[config.mk]
export PLATFORM = sky130hd
export DESIGN_NAME = tsa_ctrl
export DESIGN_NICKNAME = d
export VERILOG_FILES = /design/src/rtl/core/tsa_pkg.sv /design/src/rtl/core/tsa_ctrl.sv
export SDC_FILE = /design/constraint.sdc
export NUM_CORES = 1
export LEC_CHECK = 0
export BUFFER_PORTS_ARGS = -buffer_cell sky130_fd_sc_hd__buf_2
export CORE_AREA = 4 4 41 43
export DETAILED_ROUTE_END_ITERATION = 12
export DIE_AREA = 0 0 45 47
export PLACE_DENSITY = 0.52
export SETUP_SLACK_MARGIN = 0.5
export SYNTH_ARGS = -nofsm -noshare
export SYNTH_HDL_FRONTEND = slang
export SYNTH_SLANG_ARGS = --single-unit
[constraint.sdc]
create_clock -name clk -period 1.9 [get_ports clk]
set_input_delay 0.19 -clock clk [delete_from_list [all_inputs] [get_ports clk]]
set_output_delay 0.19 -clock clk [all_outputs]
set_load 0.005 [all_outputs]
[src/rtl/core/tsa_pkg.sv]
`default_nettype none
// ----------------------------------------------------------------------------
// tsa_pkg: shared definitions for the texture slot allocator
// Sizes, address helpers, status and opcode codes, and the command and
// status bundles that join the controller to the datapath.
// ----------------------------------------------------------------------------
package tsa_pkg;

	localparam int SLOTS_PER_POOL = 256;
	localparam int POOL_COUNT     = 3;
	localparam int TOTAL_SLOTS    = SLOTS_PER_POOL * POOL_COUNT;

	localparam int ID_W     = 32;
	localparam int OUT_SLOT_W = 8;
	localparam int HEAD_W   = $clog2(SLOTS_PER_POOL + 1);
	localparam int POOL_W   = (POOL_COUNT > 1) ? $clog2(POOL_COUNT) : 1;
	localparam int ADDR_W   = $clog2(TOTAL_SLOTS);
	localparam int OWNER_W  = ID_W + 1;

	localparam logic [1:0] ST_OK      = 2'd0;
	localparam logic [1:0] ST_FULL    = 2'd1;
	localparam logic [1:0] ST_UNKNOWN = 2'd2;
	localparam logic [1:0] ST_INVALID = 2'd3;

	localparam logic OP_ACQUIRE = 1'b0;
	localparam logic OP_RELEASE = 1'b1;

	typedef struct packed {
		logic load;
		logic scan;
		logic next_pool;
		logic alloc;
		logic pop;
		logic release_wr;
		logic res_invalid;
		logic res_hit;
		logic res_full;
		logic res_unknown;
		logic res_new;
	} ctrl_cmd_t;

	typedef struct packed {
		logic id_zero;
		logic is_release;
		logic hit;
		logic scan_end;
		logic last_pool;
		logic head_empty;
		logic head_fresh;
	} dp_stat_t;

	// Flat memory address of a slot within a pool.
	function automatic logic [ADDR_W-1:0] slot_addr(
		input logic [POOL_W-1:0] pool,
		input logic [HEAD_W-1:0] slot
	);
		slot_addr = ADDR_W'(pool) * ADDR_W'(SLOTS_PER_POOL) + ADDR_W'(slot);
	endfunction

endpackage
`default_nettype wire

[src/rtl/core/tsa_ctrl.sv]
`default_nettype none
// ----------------------------------------------------------------------------
// tsa_ctrl: allocator controller
// Sequences the scan, the allocate and release updates, and the result.
// ----------------------------------------------------------------------------
module tsa_ctrl (
	input  wire logic               clk,
	input  wire logic               arst_n,
	input  wire logic               start,
	input  wire tsa_pkg::dp_stat_t  stat,
	output tsa_pkg::ctrl_cmd_t      cmd,
	output logic                    busy
);

	import tsa_pkg::*;

	localparam logic [1:0] S_IDLE  = 2'd0;
	localparam logic [1:0] S_SCAN  = 2'd1;
	localparam logic [1:0] S_ALLOC = 2'd2;
	localparam logic [1:0] S_POP   = 2'd3;

	logic [1:0] state_q;
	logic [1:0] state_d;

	always_comb begin
		cmd     = '0;
		state_d = state_q;
		unique case (state_q)
			S_IDLE: begin
				if (start) begin
					cmd.load = 1'b1;
					state_d  = S_SCAN;
				end
			end
			S_SCAN: begin
				if (stat.id_zero) begin
					cmd.res_invalid = 1'b1;
					state_d         = S_IDLE;
				end else if (stat.hit) begin
					if (stat.is_release) begin
						cmd.release_wr = 1'b1;
					end else begin
						cmd.res_hit = 1'b1;
					end
					state_d = S_IDLE;
				end else if (stat.scan_end) begin
					if (!stat.is_release) begin
						if (stat.head_empty) begin
							cmd.res_full = 1'b1;
							state_d      = S_IDLE;
						end else begin
							state_d = S_ALLOC;
						end
					end else if (stat.last_pool) begin
						cmd.res_unknown = 1'b1;
						state_d         = S_IDLE;
					end else begin
						cmd.next_pool = 1'b1;
					end
				end else begin
					cmd.scan = 1'b1;
				end
			end
			S_ALLOC: begin
				cmd.alloc = 1'b1;
				if (stat.head_fresh) begin
					cmd.res_new = 1'b1;
					state_d     = S_IDLE;
				end else begin
					state_d = S_POP;
				end
			end
			S_POP: begin
				cmd.pop     = 1'b1;
				cmd.res_new = 1'b1;
				state_d     = S_IDLE;
			end
			default: begin
				state_d = S_IDLE;
			end
		endcase
	end

	always_ff @(posedge clk or negedge arst_n) begin
		if (!arst_n) begin
			state_q <= S_IDLE;
		end else begin
			state_q <= state_d;
		end
	end

	assign busy = state_q != S_IDLE;

	a_one_result: assert property (@(posedge clk) disable iff (!arst_n)
		$onehot0({cmd.res_invalid, cmd.res_hit, cmd.release_wr, cmd.res_full,
			cmd.res_unknown, cmd.res_new}))
		else $error("more than one result in a cycle");

	a_pop_after_alloc: assert property (@(posedge clk) disable iff (!arst_n)
		cmd.pop |-> $past(cmd.alloc))
		else $error("free-list pop without a preceding allocate");

endmodule
`default_nettype wire
==> results of run 1 <==
repair_timing:
| item | CTS | global route |
|---|---|---|
| buffers inserted | 2 | 3 |
| pin swaps | 1 | 4 |
| hold buffers | 1 | 0 |
| gates resized for setup | 4 | 1 |
| endpoints found under the hold margin | 2 | 0 |
| endpoints found under the setup margin | 4 | 5 |
kinds of logic (layout without fill, tap and decap cells):
group | Yosys count | after routing | share of synthesized area
flip-flops | 2 | 2 | 0.227
AO/OA/AOI/OAI | 3 | 3 | 0.108
AND/OR/NAND/NOR | 21 | 21 | 0.614
buffers and inverters | 3 | 33 | 0.0511
final timing paths:
kind | from | to | slack (ps) | depth (start not counted)
min reg2reg | state_q[0] | state_q[1] | 730 | 3
max in group asynchronous | arst_n | state_q[1] | 1510 | 2
max | state_q[1] | cmd[8] | 400 | 4
min in group asynchronous | arst_n | state_q[0] | 280 | 2
max reg2reg | state_q[1] | state_q[0] | 550 | 3
min | start | state_q[0] | 210 | 2
Yosys cell counts:
master and instances:
nand2b_1 1, a21oi_1 1, o41ai_1 1, nor2b_1 3, and2_1 3, inv_1 3, nor3_2 1, o32a_1 1
dfrtp_1 2, nor3_1 1, nor2_1 6, nor4b_2 1, and3_1 1, or2_2 1, nand2_1 1, nor4_1 1
nand4bb_2 1
layout make-up:
cell class	instances	area share
Multi-Input combinational cell	24	0.418
Timing Repair Buffer	27	0.345
Sequential cell	2	0.119
Clock buffer	3	0.0508
Tap cell	15	0.0424
Inverter	3	0.0254
power by group through the flow:
stage / combinational [µW] / clock [µW] / sequential (µW)
2_1_floorplan: 113 / 0 / 83.9
4_1_cts: 212 / 100 / 102
3_5_place_dp: 189 / 0 / 90.6
5_1_grt: 253 / 105 / 107
3_3_place_gp: 191 / 0 / 90.1
6_report: 227 / 92.3 / 102
stage by stage:
step / setup WS [ps] / power (µW) / area [µm²] / hold WS [ps] / utilization
after floorplan: 732 / 197 / 220 / -106 / -
after global placement: 579 / 281 / 344 / -23.5 / 0.264
after detailed placement: 570 / 280 / 344 / -22.2 / 0.264
after CTS: 389 / 414 / 414 / 201 / 0.318
after global routing: 346 / 465 / 443 / 224 / 0.340
final: 404 / 421 / 443 / 208 / 0.340
worst reg2reg max path: cells and delay by family, from the launching register on:
kind | cells | cell delay, ps
compound gates | 2 | 700
buf+inv | 1 | 150
flops | 1 | 440
routing by layer:
layer | global-route usage | wire length (µm) | up-vias
li1 | - | - | 162
met1 | 0.0638 | 283 | 136
met2 | 0.150 | 416 | 12
met3 | 0.0383 | 96 | 0
met4 | 0.0526 | 0 | 0
met5 | 0 | 0 | -
==> results.yml, run 1 <==
setup_path:
  slowest_delay_ps: 440
  worstPathMaxFanout: 7
  cp.required_ps: 1710
  crit_buf_inv: 1
  end_kind: "output pin"
  worstPathArrival_ps: 1310
  path_cells: "nand4bb_4 > nor3_4 > and2_1 > buf_2"
  cp_top_family: "simple AND/OR/NAND/NOR gates"
  cp_slowest_cell: "dfrtp_2"
  critPathLaunchType: "register"
  critPathKind: "reg2out"
route:
  antenna_left: 0
  viasPerCell: 4.19
  vias: 310
  drcViolationCount: 0
  wl_um: 796
  routedWlPerCell_um: 10.8
  drt_iter0_drc: 2
  drt_first_pass_iters: 2
die:
  initial_core_util: 0.169
  row_count: 13
  chipHeight_um: 47
  core-area_um2: 1300
  die-area_um2: 2120
  die_w_um: 45
  pin_count: 22
global_route:
  grt_pass1_vias: 305
  grt_pass1_wl_um: 1170
  grt_max_degree: 9
  grt-ovfl-total: 0
  grt_usage: 0.0791
  antenna_found_initial: 0
logic_synthesis:
  synth.distinct_cells: 17
  ys_seq_area_frac: 0.227
  synth_top_area_frac: 0.227
  netlist_area_um2: 220
  yosys.area.top_type: "dfrtp_1"
  avgSynthCellArea_um2: 7.59
  synth_top_cells_by_area: "dfrtp_1 23%, nor2_1 10%, and2_1 8.5%"
  synthCells: 29
  ys_ff_latch: 2
  ys_warn_count: 0
  synth_nets: 39
power:
  clkPwrFrac: 0.219
  seqPwrFrac: 0.242
  p_int_uw: 266
  pwr-share-comb: 0.539
  power.density_nw_per_um2: 951
  power.switching_uw: 156
  ir_drop_uv: 548
  sw_frac_of_total: 0.369
  power.leakage_uw: 0.000244
finish:
  final_common_cell: "buf_2"
  fillers: 155
  fin_nets: 71
  layout_common_cells: "21 x buf_2, 6 x nor2_1, 5 x buf_4"
  largest_reg_flops: 2
  multi_input_area_um2: 185
  final_cells: 74
  regArea_um2: 52.6
  syn2layout_area_growth_pct: 101
  reg_top3: "state_q x2"
  drive_gt1_frac: 0.593
  n_antenna_cell: 0
  top_register: "state_q"
cts:
  cts_tree: "yes"
  cts.sinks: 2
  h-tree-depth: 1
  cts.reportedPaths.clkPinSlew_ps: 30
  insertion_delay_ps: 220
  cts_made_buffers: 3
  cts_root_buf: "clkbuf_4"
  cts_buffer_depth: 2
sta:
  slew_headroom: 0.689
  min_period_ps: 1500
  timing.fmax_mhz: 668
  tightest_slew_ps: 461
  tns_ps: 0
  skew_ps: 0.259
  hold_viol: 0
  report.final.slew_viol_count: 0
  post-route-period-util: 0.788
  grt_setup_unrepaired: "true"
  setup_viol: 0
place:
  hpwl_um: 607
  gp_congestion: 0.741
  post-place-cells: 65
  port_buffers: 21
job:
  drv_cap: 0
status:
  status: "finished clean"
worst_hold_path:
  hp-class: "in2reg"
Power figures use the tool's default switching activity.
==> run 2, diff against run 1 <==
Clock period 1.9 ns to 1.4 ns, I/O delays scaled along.
==> results.yml, run 2 (same netlist as run 1, synthesis figures left out) <==
status:
  status: "complete, but fails checks"
  failed_checks: "setup timing"
finish:
  largest_reg_flops: 2
  final_common_cell: "buf_2"
  final_cells: 78
  fin_nets: 75
  top_register: "state_q"
  layout_common_cells: "21 x buf_2, 8 x buf_4"
  drive_gt1_frac: 0.730
  syn2layout_area_growth_pct: 134
  n_antenna_cell: 0
  reg_top3: "state_q x2"
  fin_util: 0.396
  fin_area_um2: 515
power:
  power.leakage_uw: 0.000272
  sw_frac_of_total: 0.355
  p_total_uw: 757
  clkPwrFrac: 0.170
  ir_drop_uv: 746
  power.switching_uw: 269
  power.density_nw_per_um2: 1470
  pwr-share-comb: 0.646
  p_int_uw: 488
  seqPwrFrac: 0.184
sta:
  min_period_ps: 1430
  tightest_slew_ps: 301
  grt_setup_unrepaired: "true"
  skew_ps: 0.156
  hold_viol: 0
  timing.fmax_mhz: 701
  report.final.slew_viol_count: 0
  post-route-period-util: 1.02
  setup_viol: 1
  setup_slack_ps: -25.9
  slew_headroom: 0.797
global_route:
  antenna_found_initial: 0
  grt_usage: 0.0902
  grt-ovfl-total: 0
  grt_pass1_vias: 344
  grt_pass1_wl_um: 1310
  grt_max_degree: 8
setup_path:
  reg2reg_depth: 5
  end_kind: "output pin"
  reg2reg_to: "state_q[0]"
  worstPathArrival_ps: 1290
  critPathLaunchType: "register"
  cp.required_ps: 1260
  r2r_start: "state_q[1]"
  critPathKind: "reg2out"
  rrSetupSlack_ps: 120
  worstPathMaxFanout: 4
route:
  drcViolationCount: 0
  vias: 340
  antenna_left: 0
  viasPerCell: 4.36
  drt_iter0_drc: 0
  wl_um: 796
  drt_first_pass_iters: 1
  routedWlPerCell_um: 10.2
place:
  post-place-cells: 65
  port_buffers: 21
  gp_congestion: 0.708
  place_area_um2: 385
die:
  core-area_um2: 1300
  initial_core_util: 0.169
  pin_count: 22
  die-area_um2: 2120
  die_w_um: 45
  row_count: 13
  chipHeight_um: 47
cts:
  insertion_delay_ps: 220
  cts_root_buf: "clkbuf_4"
  cts_buffer_depth: 2
  h-tree-depth: 1
  cts_tree: "yes"
  cts.reportedPaths.clkPinSlew_ps: 30
  cts_made_buffers: 3
  cts.sinks: 2
job:
  drv_cap: 0
worst_hold_path:
  min-delay-start: "start"
  min_to: "state_q[0]"
  whs_path_depth: 2
  hp-class: "in2reg"
run 2: worst max path at each step:
stage	start	end	slack (ps)	cells after the start
2_1_floorplan	state_q[1]	cmd[8]	310	3
3_3_place_gp	state_q[1]	cmd[8]	170	4
3_5_place_dp	state_q[1]	cmd[8]	150	4
4_1_cts	state_q[1]	cmd[8]	-30	4
5_1_grt	state_q[1]	cmd[8]	-100	4
6_report	state_q[1]	cmd[8]	-30	4
run 2: final cells by class:
type | count | area [µm²]
Inverter | 3 | 11.3
Fill cell | 158 | 786
Tap cell | 15 | 18.8
Timing Repair Buffer | 31 | 186
Multi-Input combinational cell | 24 | 224
Sequential cell | 2 | 52.6
Clock buffer | 3 | 22.5
run 2: stage by stage:
stage	worst slack (ps)	TNS [ps]	hold WS [ps]
after detailed placement	148	0	-74.6
after global placement	166	0	-73.6
after CTS	-31.8	-59.2	159
final	-25.9	-25.9	162
after floorplan	309	0	-156
after global routing	-98.5	-267	156
run 2: routing by layer:
layer | up-vias | global-route usage | share of wire
met2 | 14 | 0.158 | 0.52
li1 | 169 | - | -
met5 | - | 0 | 0
met1 | 155 | 0.0799 | 0.37
met3 | 2 | 0.0421 | 0.093
met4 | 0 | 0.0702 | 0.019
run 2: critical path: stages, from the launching register on:
cell and delay (ps):
dfrtp_2 430, nand4bb_4 220, nor3_4 180, and2_1 140, buf_2 100
run 2: timing repair:
action	in CTS	in global routing
setup buffers	5	4
endpoints found under the hold margin	2	0
pin swaps	7	4
hold buffers	1	0
gates cloned	0	0
resized for setup	3	4
endpoints found under the setup margin	14	14
run 2: power groups by stage:
stage               Combinational, µW  Sequential [µW]  Clock [µW]
finish                            489              140         129
global route                      538              143         151
CTS                               404              145         138
detailed placement                307              144           0
global placement                  308              142           0
floorplan                         200              132           0
==> run 3, diff against run 2 <==
Settings changed: SKIP_CTS_REPAIR_TIMING from default to 1.
==> results.yml, run 3 (same netlist as run 1, synthesis figures left out) <==
cts:
  insertion_delay_ps: 230
  cts.reportedPaths.clkPinSlew_ps: 30
  cts_root_buf: "clkbuf_4"
  cts_made_buffers: 3
  cts_buffer_depth: 2
  cts_tree: "yes"
  h-tree-depth: 1
  cts.sinks: 2
finish:
  layout_common_cells: "20 x buf_2, 5 x buf_4"
  drive_gt1_frac: 0.717
  top_register: "state_q"
  fin_util: 0.383
  largest_reg_flops: 2
  fillers: 159
  n_antenna_cell: 0
  fin_area_um2: 498
  syn2layout_area_growth_pct: 126
  reg_top3: "state_q x2"
  fin_nets: 72
  final_common_cell: "buf_2"
global_route:
  grt_usage: 0.0845
  grt_pass1_vias: 312
  grt_max_degree: 9
  grt_pass1_wl_um: 1210
  antenna_found_initial: 0
  grt-ovfl-total: 0
setup_path:
  end_kind: "output pin"
  critPathLaunchType: "register"
  reg2reg_depth: 4
  r2r_start: "state_q[0]"
  rrSetupSlack_ps: 150
  critPathKind: "reg2out"
  critPathLaunch: "state_q[1]"
  crit_buf_inv: 1
  cp.required_ps: 1260
  reg2reg_to: "state_q[0]"
  cp_slowest_cell: "dfrtp_2"
  path_cells: "nand4bb_4 > nor3_4 > and2_1 > buf_2"
  worstPathArrival_ps: 1340
  worstPathMaxFanout: 7
  cp_top_family: "simple AND/OR/NAND/NOR gates"
  slowest_delay_ps: 450
sta:
  tightest_slew_ps: 343
  min_period_ps: 1480
  skew_ps: 1.25
  report.final.slew_viol_count: 0
  timing.fmax_mhz: 677
  post-route-period-util: 1.05
  tns_ps: -76.6
  setup_viol: 1
  slew_headroom: 0.769
  grt_setup_unrepaired: "true"
  setup_slack_ps: -76.6
  hold_viol: 0
  hold_ws_ps: 163
die:
  row_count: 13
  core-area_um2: 1300
  chipHeight_um: 47
  initial_core_util: 0.169
  pin_count: 22
  die_w_um: 45
  die-area_um2: 2120
power:
  power.density_nw_per_um2: 1450
  ir_drop_uv: 874
  power.leakage_uw: 0.000260
job:
  drv_cap: 0
place:
  place_area_um2: 385
  gp_congestion: 0.708
  port_buffers: 21
route:
  wl_um: 805
  routedWlPerCell_um: 10.7
  drcViolationCount: 0
  antenna_left: 0
  viasPerCell: 4.35
  drt_iter0_drc: 0
  vias: 326
  drt_first_pass_iters: 1
status:
  failed_checks: "setup timing"
  status: "complete, but fails checks"
worst_hold_path:
  min-delay-start: "start"
  min_to: "state_q[0]"
  whs_path_depth: 2
  hp-class: "in2reg"
-- run 3: cell count changes in the layout (fill, tap and decap cells not counted) --
cell	change
nand2b_1	+1
buf_6	+1
buf_4	-3
nand2b_4	-1
nor2_2	-1
a21oi_2	+1
nor3_2	+1
buf_2	-1
nor2_1	+1
a21oi_1	-1
nor3_1	-1
-- run 3: power breakdown --
part | leakage [µW] | internal, µW | switching [µW] | total (µW)
Combinational | 0.000224 | 275 | 170 | 445
Sequential | 0.0000226 | 87.4 | 58.9 | 146
Clock | 0.0000138 | 94.7 | 34.8 | 130
-- run 3: layout make-up --
type | instances | area, µm² | share of cell area
multi-input combinational | 24 | 223 | 0.447
timing repair buffer | 28 | 170 | 0.342
sequential | 2 | 52.6 | 0.106
clock buffer | 3 | 22.5 | 0.0452
tap | 15 | 18.8 | 0.0377
inverter | 3 | 11.3 | 0.0226
-- run 3: stage by stage --
stage                     power [µW]  std cells  worst slack (ps)
final                            721         75             -76.6
after global routing             783         75              -148
after CTS                        589         68              -101
after detailed placement         451         65               148
after global placement           450         65               166
after floorplan                  332         29               309
-- run 3: worst reg2reg max path, stage by stage (launching register included) --
cell and delay, ps:
dfrtp_2 440, or2_4 180, buf_4 110, o41ai_2 70
o32a_1 330
-- run 3: worst max-delay path by stage --
stage | endpoint | cells after the start | slack [ps]
global route | cmd[8] | 4 | -150
finish | cmd[8] | 4 | -80
global placement | cmd[8] | 4 | 170
floorplan | cmd[8] | 3 | 310
CTS | cmd[8] | 4 | -100
detailed placement | cmd[8] | 4 | 150
-- run 3: metal layers --
layer,track usage,vias to the layer above,routed length (µm)
met2,0.144,14,406
met4,0.0702,0,15
met1,0.0750,147,312
li1,-,163,-
met3,0.0421,2,70
met5,0,-,0
